**config.mk**
```make
export PLATFORM = sky130hd
export DESIGN_NAME = json_string_unescape
export DESIGN_NICKNAME = d
export VERILOG_FILES = /design/src/jsu_pkg.sv /design/src/jsu_in_stage.sv /design/src/jsu_decode.sv /design/src/json_string_unescape.sv
export SDC_FILE = /design/constraint.sdc
export NUM_CORES = 1
export LEC_CHECK = 0
export ABC_CLOCK_PERIOD_IN_PS = 12850
export BUFFER_PORTS_ARGS = -buffer_cell sky130_fd_sc_hd__buf_2
export CAP_MARGIN = 25
export CORE_ASPECT_RATIO = 2
export CORE_MARGIN = 2
export CORE_UTILIZATION = 64
export DETAILED_ROUTE_END_ITERATION = 10
export GPL_TIMING_DRIVEN = 0
export PLACE_DENSITY = 0.84
export SETUP_SLACK_MARGIN = 0.02
export SLEW_MARGIN = 20
export SYNTH_ARGS = -nofsm -noshare
export SYNTH_HDL_FRONTEND = slang
export SYNTH_HIERARCHICAL = 1
export SYNTH_SLANG_ARGS = --single-unit
```
**constraint.sdc**
```tcl
create_clock -name clk_i -period 12.85 [get_ports clk_i]
set_input_delay 0.6425 -clock clk_i [delete_from_list [all_inputs] [get_ports clk_i]]
set_output_delay 0.6425 -clock clk_i [all_outputs]
set_load 0.02 [all_outputs]
```
**src/jsu_pkg.sv**
```systemverilog
package jsu_pkg;

  localparam int unsigned CapW    = 11;
  localparam int unsigned LenW    = 10;
  localparam int unsigned CntW    = 13;
  localparam int unsigned AccW    = 16;
  localparam logic [CapW-1:0] MaxCapacity = 11'd1024;
  localparam logic [CapW-1:0] CapacityReset = 11'd640;

  localparam logic [7:0] ChQuote     = 8'h22;
  localparam logic [7:0] ChBackslash = 8'h5C;
  localparam logic [7:0] ChLetterN   = 8'h6E;
  localparam logic [7:0] ChLetterT   = 8'h74;
  localparam logic [7:0] ChLetterR   = 8'h72;
  localparam logic [7:0] ChLetterB   = 8'h62;
  localparam logic [7:0] ChLetterF   = 8'h66;
  localparam logic [7:0] ChLetterU   = 8'h75;
  localparam logic [7:0] ChNewline   = 8'h0A;
  localparam logic [7:0] ChSpace     = 8'h20;
  localparam logic [7:0] ChQuestion  = 8'h3F;
  localparam logic [AccW-1:0] PrintLow  = 16'h0020;
  localparam logic [AccW-1:0] PrintHigh = 16'h007F;

  typedef enum logic [1:0] {
    KindChar = 2'd0,
    KindDone = 2'd1,
    KindErr  = 2'd2
  } kind_e;

  typedef struct packed {
    logic       start;
    logic [7:0] data;
  } in_item_t;

  typedef struct packed {
    logic [CntW-1:0] consumed;
    logic [LenW-1:0] len;
    logic [7:0]      ch;
    kind_e           kind;
  } result_t;

  // bit 4 set when the byte is a hex digit, low nibble its value
  function automatic logic [4:0] hex_value(input logic [7:0] b);
    logic [4:0] r;
    r = 5'd0;
    if (b >= 8'h30 && b <= 8'h39) begin
      r = {1'b1, 4'(b - 8'h30)};
    end else if (b >= 8'h61 && b <= 8'h66) begin
      r = {1'b1, 4'(b - 8'h57)};
    end else if (b >= 8'h41 && b <= 8'h46) begin
      r = {1'b1, 4'(b - 8'h37)};
    end
    return r;
  endfunction

endpackage

```
**src/jsu_in_stage.sv**
```systemverilog
module jsu_in_stage (
  input  logic              clk_i,
  input  logic              rst_ni,
  input  logic              valid_i,
  output logic              ready_o,
  input  jsu_pkg::in_item_t item_i,
  input  logic              take_i,
  output logic              valid_o,
  output jsu_pkg::in_item_t item_o
);

  logic              valid_q, valid_d;
  jsu_pkg::in_item_t item_q;

  assign ready_o = !valid_q || take_i;

  always_comb begin
    valid_d = valid_q;
    if (take_i) valid_d = 1'b0;
    if (valid_i && ready_o) valid_d = 1'b1;
  end

  always_ff @(posedge clk_i or negedge rst_ni) begin
    if (!rst_ni) begin
      valid_q <= 1'b0;
    end else begin
      valid_q <= valid_d;
    end
  end

  always_ff @(posedge clk_i) begin
    if (valid_i && ready_o) begin
      item_q <= item_i;
    end
  end

  assign valid_o = valid_q;
  assign item_o  = item_q;

endmodule

```
**src/jsu_decode.sv**
```systemverilog
module jsu_decode (
  input  logic                      clk_i,
  input  logic                      rst_ni,
  input  logic                      cfg_we_i,
  input  logic [jsu_pkg::CapW-1:0]  cfg_wdata_i,
  input  logic                      valid_i,
  input  jsu_pkg::in_item_t         item_i,
  output logic                      take_o,
  output logic                      res_valid_o,
  output jsu_pkg::result_t          res_o,
  input  logic                      res_ready_i
);

  localparam logic [1:0] ModeIdle  = 2'd0;
  localparam logic [1:0] ModePlain = 2'd1;
  localparam logic [1:0] ModeEsc   = 2'd2;
  localparam logic [1:0] ModeHex   = 2'd3;

  logic [jsu_pkg::CapW-1:0] cap_q;
  logic [1:0]               mode_q, mode_d;
  logic [1:0]               hd_q, hd_d;
  logic [jsu_pkg::AccW-1:0] hx_q, hx_d;
  logic [jsu_pkg::LenW-1:0] oc_q, oc_d;
  logic [jsu_pkg::CntW-1:0] bc_q, bc_d;
  logic                     out_valid_q, out_valid_d;
  jsu_pkg::result_t         out_q;

  logic [1:0]               mode_cur;
  logic [1:0]               hd_cur;
  logic [jsu_pkg::AccW-1:0] hx_cur;
  logic [jsu_pkg::LenW-1:0] oc_cur;
  logic [jsu_pkg::CntW-1:0] bc_cur;
  logic [jsu_pkg::CapW-1:0] cap_eff;
  logic                     room;
  logic                     want_emit;
  logic                     fin;
  jsu_pkg::kind_e           fin_kind;
  logic [7:0]               emit_ch;
  logic [4:0]               hv;
  logic                     has_res;
  jsu_pkg::result_t         res_d;
  logic [7:0]               b;

  assign b       = item_i.data;
  assign cap_eff = (cap_q > jsu_pkg::MaxCapacity) ? jsu_pkg::MaxCapacity : cap_q;
  assign room    = ({1'b0, oc_cur} + jsu_pkg::CapW'(1)) < cap_eff;
  assign hv      = jsu_pkg::hex_value(b);

  always_comb begin
    mode_cur = item_i.start ? ModePlain : mode_q;
    hd_cur   = item_i.start ? 2'd0 : hd_q;
    hx_cur   = item_i.start ? '0 : hx_q;
    oc_cur   = item_i.start ? '0 : oc_q;
    bc_cur   = item_i.start ? '0 : bc_q;

    mode_d    = mode_cur;
    hd_d      = hd_cur;
    hx_d      = hx_cur;
    bc_d      = bc_cur;
    want_emit = 1'b0;
    fin       = 1'b0;
    fin_kind  = jsu_pkg::KindErr;
    emit_ch   = b;

    if (mode_cur != ModeIdle) begin
      if (bc_cur != {jsu_pkg::CntW{1'b1}}) bc_d = bc_cur + jsu_pkg::CntW'(1);
      if (b == 8'h00) begin
        fin = 1'b1;
      end else begin
        unique case (mode_cur)
          ModePlain: begin
            if (b == jsu_pkg::ChQuote) begin
              fin      = 1'b1;
              fin_kind = jsu_pkg::KindDone;
            end else if (b == jsu_pkg::ChBackslash) begin
              mode_d = ModeEsc;
            end else begin
              want_emit = 1'b1;
            end
          end
          ModeEsc: begin
            mode_d = ModePlain;
            if (b == jsu_pkg::ChLetterN) begin
              want_emit = 1'b1;
              emit_ch   = jsu_pkg::ChNewline;
            end else if (b == jsu_pkg::ChLetterT) begin
              want_emit = 1'b1;
              emit_ch   = jsu_pkg::ChSpace;
            end else if (b == jsu_pkg::ChLetterR || b == jsu_pkg::ChLetterB ||
                         b == jsu_pkg::ChLetterF) begin
              want_emit = 1'b0;
            end else if (b == jsu_pkg::ChLetterU) begin
              mode_d = ModeHex;
              hd_d   = 2'd0;
              hx_d   = '0;
            end else begin
              want_emit = 1'b1;
            end
          end
          ModeHex: begin
            if (!hv[4]) begin
              fin = 1'b1;
            end else begin
              hx_d = {hx_cur[jsu_pkg::AccW-5:0], hv[3:0]};
              if (hd_cur != 2'd3) begin
                hd_d = hd_cur + 2'd1;
              end else begin
                hd_d      = 2'd0;
                mode_d    = ModePlain;
                want_emit = 1'b1;
                emit_ch   = (hx_d >= jsu_pkg::PrintLow && hx_d < jsu_pkg::PrintHigh) ?
                            hx_d[7:0] : jsu_pkg::ChQuestion;
              end
            end
          end
          default: begin
            mode_d = ModeIdle;
          end
        endcase
      end
      if (fin) mode_d = ModeIdle;
    end

    oc_d = (want_emit && room) ? oc_cur + jsu_pkg::LenW'(1) : oc_cur;
    has_res = fin || (want_emit && room);

    res_d.kind     = fin ? fin_kind : jsu_pkg::KindChar;
    res_d.ch       = fin ? 8'h00 : emit_ch;
    res_d.len      = oc_d;
    res_d.consumed = bc_d;
  end

  // an item with no result need not wait for the output slot
  assign take_o = valid_i && (!has_res || !out_valid_q || res_ready_i);

  always_comb begin
    out_valid_d = out_valid_q;
    if (res_ready_i) out_valid_d = 1'b0;
    if (take_o && has_res) out_valid_d = 1'b1;
  end

  always_ff @(posedge clk_i or negedge rst_ni) begin
    if (!rst_ni) begin
      cap_q       <= jsu_pkg::CapacityReset;
      mode_q      <= ModeIdle;
      hd_q        <= 2'd0;
      hx_q        <= '0;
      oc_q        <= '0;
      bc_q        <= '0;
      out_valid_q <= 1'b0;
    end else begin
      if (cfg_we_i) cap_q <= cfg_wdata_i;
      if (take_o) begin
        mode_q <= mode_d;
        hd_q   <= hd_d;
        hx_q   <= hx_d;
        oc_q   <= oc_d;
        bc_q   <= bc_d;
      end
      out_valid_q <= out_valid_d;
    end
  end

  always_ff @(posedge clk_i) begin
    if (take_o && has_res) begin
      out_q <= res_d;
    end
  end

  assign res_valid_o = out_valid_q;
  assign res_o       = out_q;

`ifndef ASSERT_OFF
  a_char_len: assert property (@(posedge clk_i) disable iff (!rst_ni)
    out_valid_q && out_q.kind == jsu_pkg::KindChar |-> out_q.len != '0)
    else $error("character result with zero stored length");
  a_consumed: assert property (@(posedge clk_i) disable iff (!rst_ni)
    out_valid_q |-> out_q.consumed != '0)
    else $error("result with zero consumed count");
  a_finish_idle: assert property (@(posedge clk_i) disable iff (!rst_ni)
    take_o && has_res && fin |=> mode_q == ModeIdle)
    else $error("decoder not idle after end of string");
  a_kind_legal: assert property (@(posedge clk_i) disable iff (!rst_ni)
    out_valid_q |-> (out_q.kind == jsu_pkg::KindChar || out_q.kind == jsu_pkg::KindDone ||
                     out_q.kind == jsu_pkg::KindErr))
    else $error("result with unknown kind");
  a_no_overwrite: assert property (@(posedge clk_i) disable iff (!rst_ni)
    out_valid_q && !res_ready_i |=> out_valid_q && $stable(out_q))
    else $error("pending result overwritten");
`endif

endmodule

```
**src/json_string_unescape.sv**
```systemverilog
// JSON string body decoder.
// Slave stream: one raw byte per item in s_axis_tdata_i; s_axis_tuser_i marks
// the first byte after an opening quote and clears the decoder state.
// Master stream: at most one result per input item. m_axis_tuser_o holds the
// kind (character, string closed, malformed); m_axis_tdata_o holds the
// character, the stored length and the consumed byte count.
// cfg_we_i/cfg_wdata_i write the output buffer capacity (reset 640); write it
// only while no string is in flight.
// An accepted item is held in the input register, then decoded into the
// result register; a held result can keep it waiting in the input register.
// Throughput: one item per cycle unless a held result blocks the input; the
// state update for a byte is a single pass of logic between the input
// register and the result register. Bytes that give no result (escape prefixes,
// dropped escapes, characters past capacity, bytes while idle) are still taken.
// Reset clears the decoder to idle, empties both registers and restores the
// capacity; bytes arriving before a start marker are ignored.
// When the receiver stalls the result is held; items without a result keep
// flowing, and once an item with a result sits in the input register,
// s_axis_tready_o drops until the held result moves on.
module json_string_unescape (
  input  logic        clk_i,
  input  logic        rst_ni,
  input  logic        cfg_we_i,
  input  logic [10:0] cfg_wdata_i,    // capacity
  input  logic        s_axis_tvalid_i,
  output logic        s_axis_tready_o,
  input  logic [7:0]  s_axis_tdata_i, // [7:0] in_byte
  input  logic        s_axis_tuser_i, // [0] start_req
  output logic        m_axis_tvalid_o,
  input  logic        m_axis_tready_i,
  output logic [31:0] m_axis_tdata_o, // [7:0] char_value, [17:8] stored_length,
                                      // [30:18] consumed, [31] zero
  output logic [1:0]  m_axis_tuser_o  // [1:0] kind
);

  jsu_pkg::in_item_t in_item;
  jsu_pkg::in_item_t dec_item;
  jsu_pkg::result_t  res;
  logic              dec_valid;
  logic              dec_take;

  assign in_item.start = s_axis_tuser_i;
  assign in_item.data  = s_axis_tdata_i;

  jsu_in_stage u_in (
    .clk_i   (clk_i),
    .rst_ni  (rst_ni),
    .valid_i (s_axis_tvalid_i),
    .ready_o (s_axis_tready_o),
    .item_i  (in_item),
    .take_i  (dec_take),
    .valid_o (dec_valid),
    .item_o  (dec_item)
  );

  jsu_decode u_dec (
    .clk_i       (clk_i),
    .rst_ni      (rst_ni),
    .cfg_we_i    (cfg_we_i),
    .cfg_wdata_i (cfg_wdata_i),
    .valid_i     (dec_valid),
    .item_i      (dec_item),
    .take_o      (dec_take),
    .res_valid_o (m_axis_tvalid_o),
    .res_o       (res),
    .res_ready_i (m_axis_tready_i)
  );

  assign m_axis_tdata_o = {1'b0, res.consumed, res.len, res.ch};
  assign m_axis_tuser_o = res.kind;

endmodule
```
==> reports/metrics.json <==
{
  "clock_network": {
    "post_cts.resized_instances": 0,
    "clock_latency_ps": 340,
    "hold_buffers": 0,
    "cts_max_path_buffers": 2,
    "clk_transition_reported_paths_ps": 70,
    "ctsHtreeMaxLevel": 3,
    "cts_post_setup_buffers_inserted": 0,
    "sinks_on_the_clock_net": 94,
    "tritoncts": "done",
    "clk_root_buffer_cell": "clkbuf_16",
    "numCtsBuffers": 9
  },
  "worst_setup_path": {
    "critPathMaxFanout": 10,
    "worst_ep_arrival_time_ps": 5850,
    "worst_ep_required_time_ps": 12210,
    "timing.critical_path.to_type": "output port",
    "critical_path_class": "register to output port",
    "crit_path_start_kind": "register",
    "reg2reg_depth": 14
  },
  "power": {
    "ir_drop_uv": 154,
    "cellPowerDensity_nw_per_um2": 166,
    "power.static_leakage_nw": 2.66
  },
  "drt": {
    "drt_drc": 0,
    "met3WireLength_microns": 860,
    "met2_wirelength_microns": 8030,
    "vias_per_cell": 6.72,
    "detail-route-antenna-nets": 0,
    "detail_route.iter0.violations": 501,
    "post_drt_wl_per_cell_microns": 21.7,
    "drt_pass1_iterations": 5,
    "route.final.wire_length_microns": 14700,
    "wirelength_met1_microns": 5020,
    "via_count": 4571,
    "top_signal_layer_used": "met4"
  },
  "yosys": {
    "synth_simple_gate_area_frac": 0.189,
    "synth.top_cells.by_area": "edfxtp_1 (23%), dfrtp_1 (23%), mux2_4 (4.4%), ha_1 (4.1%), xnor2_1 (3.4%)",
    "number_of_register_bits_inferred_by_synthesis": 94,
    "postSynth.asyncResetShare": 0.553,
    "synth_compound_gate_area_share": 0.152,
    "synth_adder_area_share": 0.0412,
    "synth_area_per_cell_sq_um": 10.8,
    "yosysWarnings": 6,
    "post_synth_instance_area_sq_um": 5460,
    "syn-instance-count": 506,
    "yosysUniqueCellTypes": 79,
    "netlist.top_cell.by_area": "edfxtp_1",
    "dominant_combinational_cell_family_by_area_after_synthesis": "simple AND/OR/NAND/NOR gates",
    "synth_enable_flop_cells": 42,
    "synthDominantCellAreaShare": 0.231,
    "synth_area_in_xor_xnor": 0.0401,
    "register_area_share_after_synthesis": 0.470,
    "synth_nets": 549,
    "synth_ff_type": "dfrtp_1",
    "mux_share_of_post_synthesis_cell_area": 0.0767
  },
  "sta": {
    "fin_tns_setup_ps": 0,
    "slew-limit-headroom": 0.328,
    "fmax_ghz": 0.154,
    "postLayoutSetupSlackWorst_ps": 6360,
    "min_period_over_period": 0.505,
    "tightestPinTransition_ps": 999,
    "rsz0062_at_grt": "no",
    "finalSetupViolations": 0,
    "final_hold_violating_endpoints": 0,
    "timing.final.max_slew_violations": 0,
    "finClkSkew_ps": 7.60,
    "min_period_ps": 6490
  },
  "finish": {
    "most_common_cell_after_layout_fill_and_taps_aside": "buf_2",
    "synthToLayoutAreaGrowth_pct": 14.1,
    "post-route-cell-area_sq_um": 6230,
    "layout_common_cells": "buf_2 (65), dfrtp_1 (50), nand2_1 (46)",
    "nNetsFinal": 620,
    "share_of_cells_above_drive_strength_1": 0.223,
    "diodes": 0,
    "filler_cell_count": 557
  },
  "global_routing": {
    "grt_remaining_overflow": 0,
    "wire_length_of_the_first_global_routing_pass_microns": 23300,
    "grt_use_total": 0.321,
    "antenna_found_initial": 0,
    "largest_net_degree_at_the_start_of_global_routing": 53,
    "first_global_vias": 4765
  },
  "placement": {
    "dp_slack_ps": 6890,
    "dpl_cell_area_sq_um": 5920,
    "finalWeightedCongestion": 0.932,
    "io_buffer_count": 59,
    "post_dp_hpwl_microns": 10800
  },
  "floorplanning": {
    "placeableCoreArea_sq_um": 8290,
    "ioPinCount": 61,
    "die_width_microns": 69.3,
    "number_of_standard_cell_rows_in_the_floorplan": 47,
    "die-height_microns": 135,
    "floorplan.initialDensity": 0.659,
    "dieArea_sq_um": 9330
  },
  "run_status": {
    "status": "complete, no violations"
  },
  "min_path": {
    "timing.hold.worst.class": "input port to async pin"
  },
  "run": {
    "max_cap_violations": 0
  }
}
-- cells in the mapped netlist, types with 5 or more instances --
master and count:
nand4_1 5, nand2_1 46, a22o_1 10, o22ai_1 5
nor2b_1 16, nor3_1 9, dfrtp_1 50, and3_1 7
mux2_2 15, nor4_1 8, mux2_4 16, a21oi_1 16
nand2b_1 10, or3_1 6, nand3_1 15, clkbuf_1 11
a211oi_1 7, o31ai_1 6, edfxtp_1 42, inv_1 11
buf_2 7, ha_1 18, or4_1 5, o21ai_0 14
xnor2_1 21, nor2_1 36
-- registers in the layout, indices dropped and copies added, names as in the netlist --
signal,count
u_in/valid_o,1
u_dec/hd_q,2
u_dec/res_valid_o,1
u_in/item_o,9
u_dec/cap_q,11
u_dec/hx_q,12
u_dec/bc_q,13
u_dec/oc_q,10
u_dec/res_o,33
u_dec/mode_q,2
-- routing by layer --
metal	vias to the layer above	global-route usage
met4	0	0.209
li1	2044	-
met5	-	0
met3	66	0.0575
met1	2219	0.322
met2	242	0.596
-- area by class of cell --
cell class / count / area (sq um) / area share
well taps: 98 / 123 / 0.0197
repair buffers: 60 / 325 / 0.0522
clock inverters: 5 / 83.8 / 0.0134
flip-flops and latches: 94 / 2560 / 0.411
clock buffers: 11 / 233 / 0.0373
multi-input cells: 375 / 2730 / 0.439
plain buffers: 25 / 125 / 0.0201
inverters: 12 / 45.0 / 0.00723
-- final timing paths --
kind                                       startpoint                    endpoint  slack (ps)
setup reg to reg             u_in/item_o[8]$_DFFE_PP_   u_dec/res_o[14]$_DFFE_PP_        6890
hold / removal                                 rst_ni   u_dec/hx_q[2]$_DFFE_PN0P_         340
max in group asynchronous                      rst_ni   u_dec/bc_q[0]$_DFFE_PN0P_       12050
setup / recovery             u_in/item_o[8]$_DFFE_PP_             s_axis_tready_o        6360
hold reg to reg            u_dec/hx_q[11]$_DFFE_PN0P_  u_dec/hx_q[11]$_DFFE_PN0P_         500
min in group clk_i                  s_axis_tdata_i[0]    u_in/item_o[0]$_DFFE_PP_         480
-- through the flow --
stage,power (mW),utilization,hold slack (ps),instances
2_1_floorplan,0.643,-,347,506
3_3_place_gp,0.734,0.709,480,663
3_5_place_dp,0.752,0.714,483,664
4_1_cts,1.04,0.752,363,680
5_1_grt,1.08,0.752,407,680
6_report,1.04,0.752,341,680
-- worst max-delay path, stage by stage, from the launching register on --
cell,delay [ps]
edfxtp_1,360
clkbuf_1,460
clkbuf_1,510
buf_1,550
clkbuf_1,450
clkbuf_1,480
nor2_1,110
ha_1,340
nand4_1,190
o2bb2ai_1,750
a2111oi_4,140
or3_1,340
buf_4,190
inv_2,90
buf_6,180
nand2b_4,160
buf_2,170
-- power breakdown --
| part | leakage (nW) | switching [mW] | internal (mW) | total (mW) |
|---|---|---|---|---|
| Combinational | 1.43 | 0.199 | 0.122 | 0.321 |
| Sequential | 1.08 | 0.0399 | 0.391 | 0.431 |
| Clock | 0.146 | 0.113 | 0.171 | 0.285 |
-- cells by family after synthesis --
group / after synthesis
compound gates: 110
xor+xnor: 25
fa+ha+maj: 18
buf+inv: 37
flops: 94
mux: 32
other cells: 1
simple gates: 189
No activity file was read; power rests on OpenSTA's default activity.
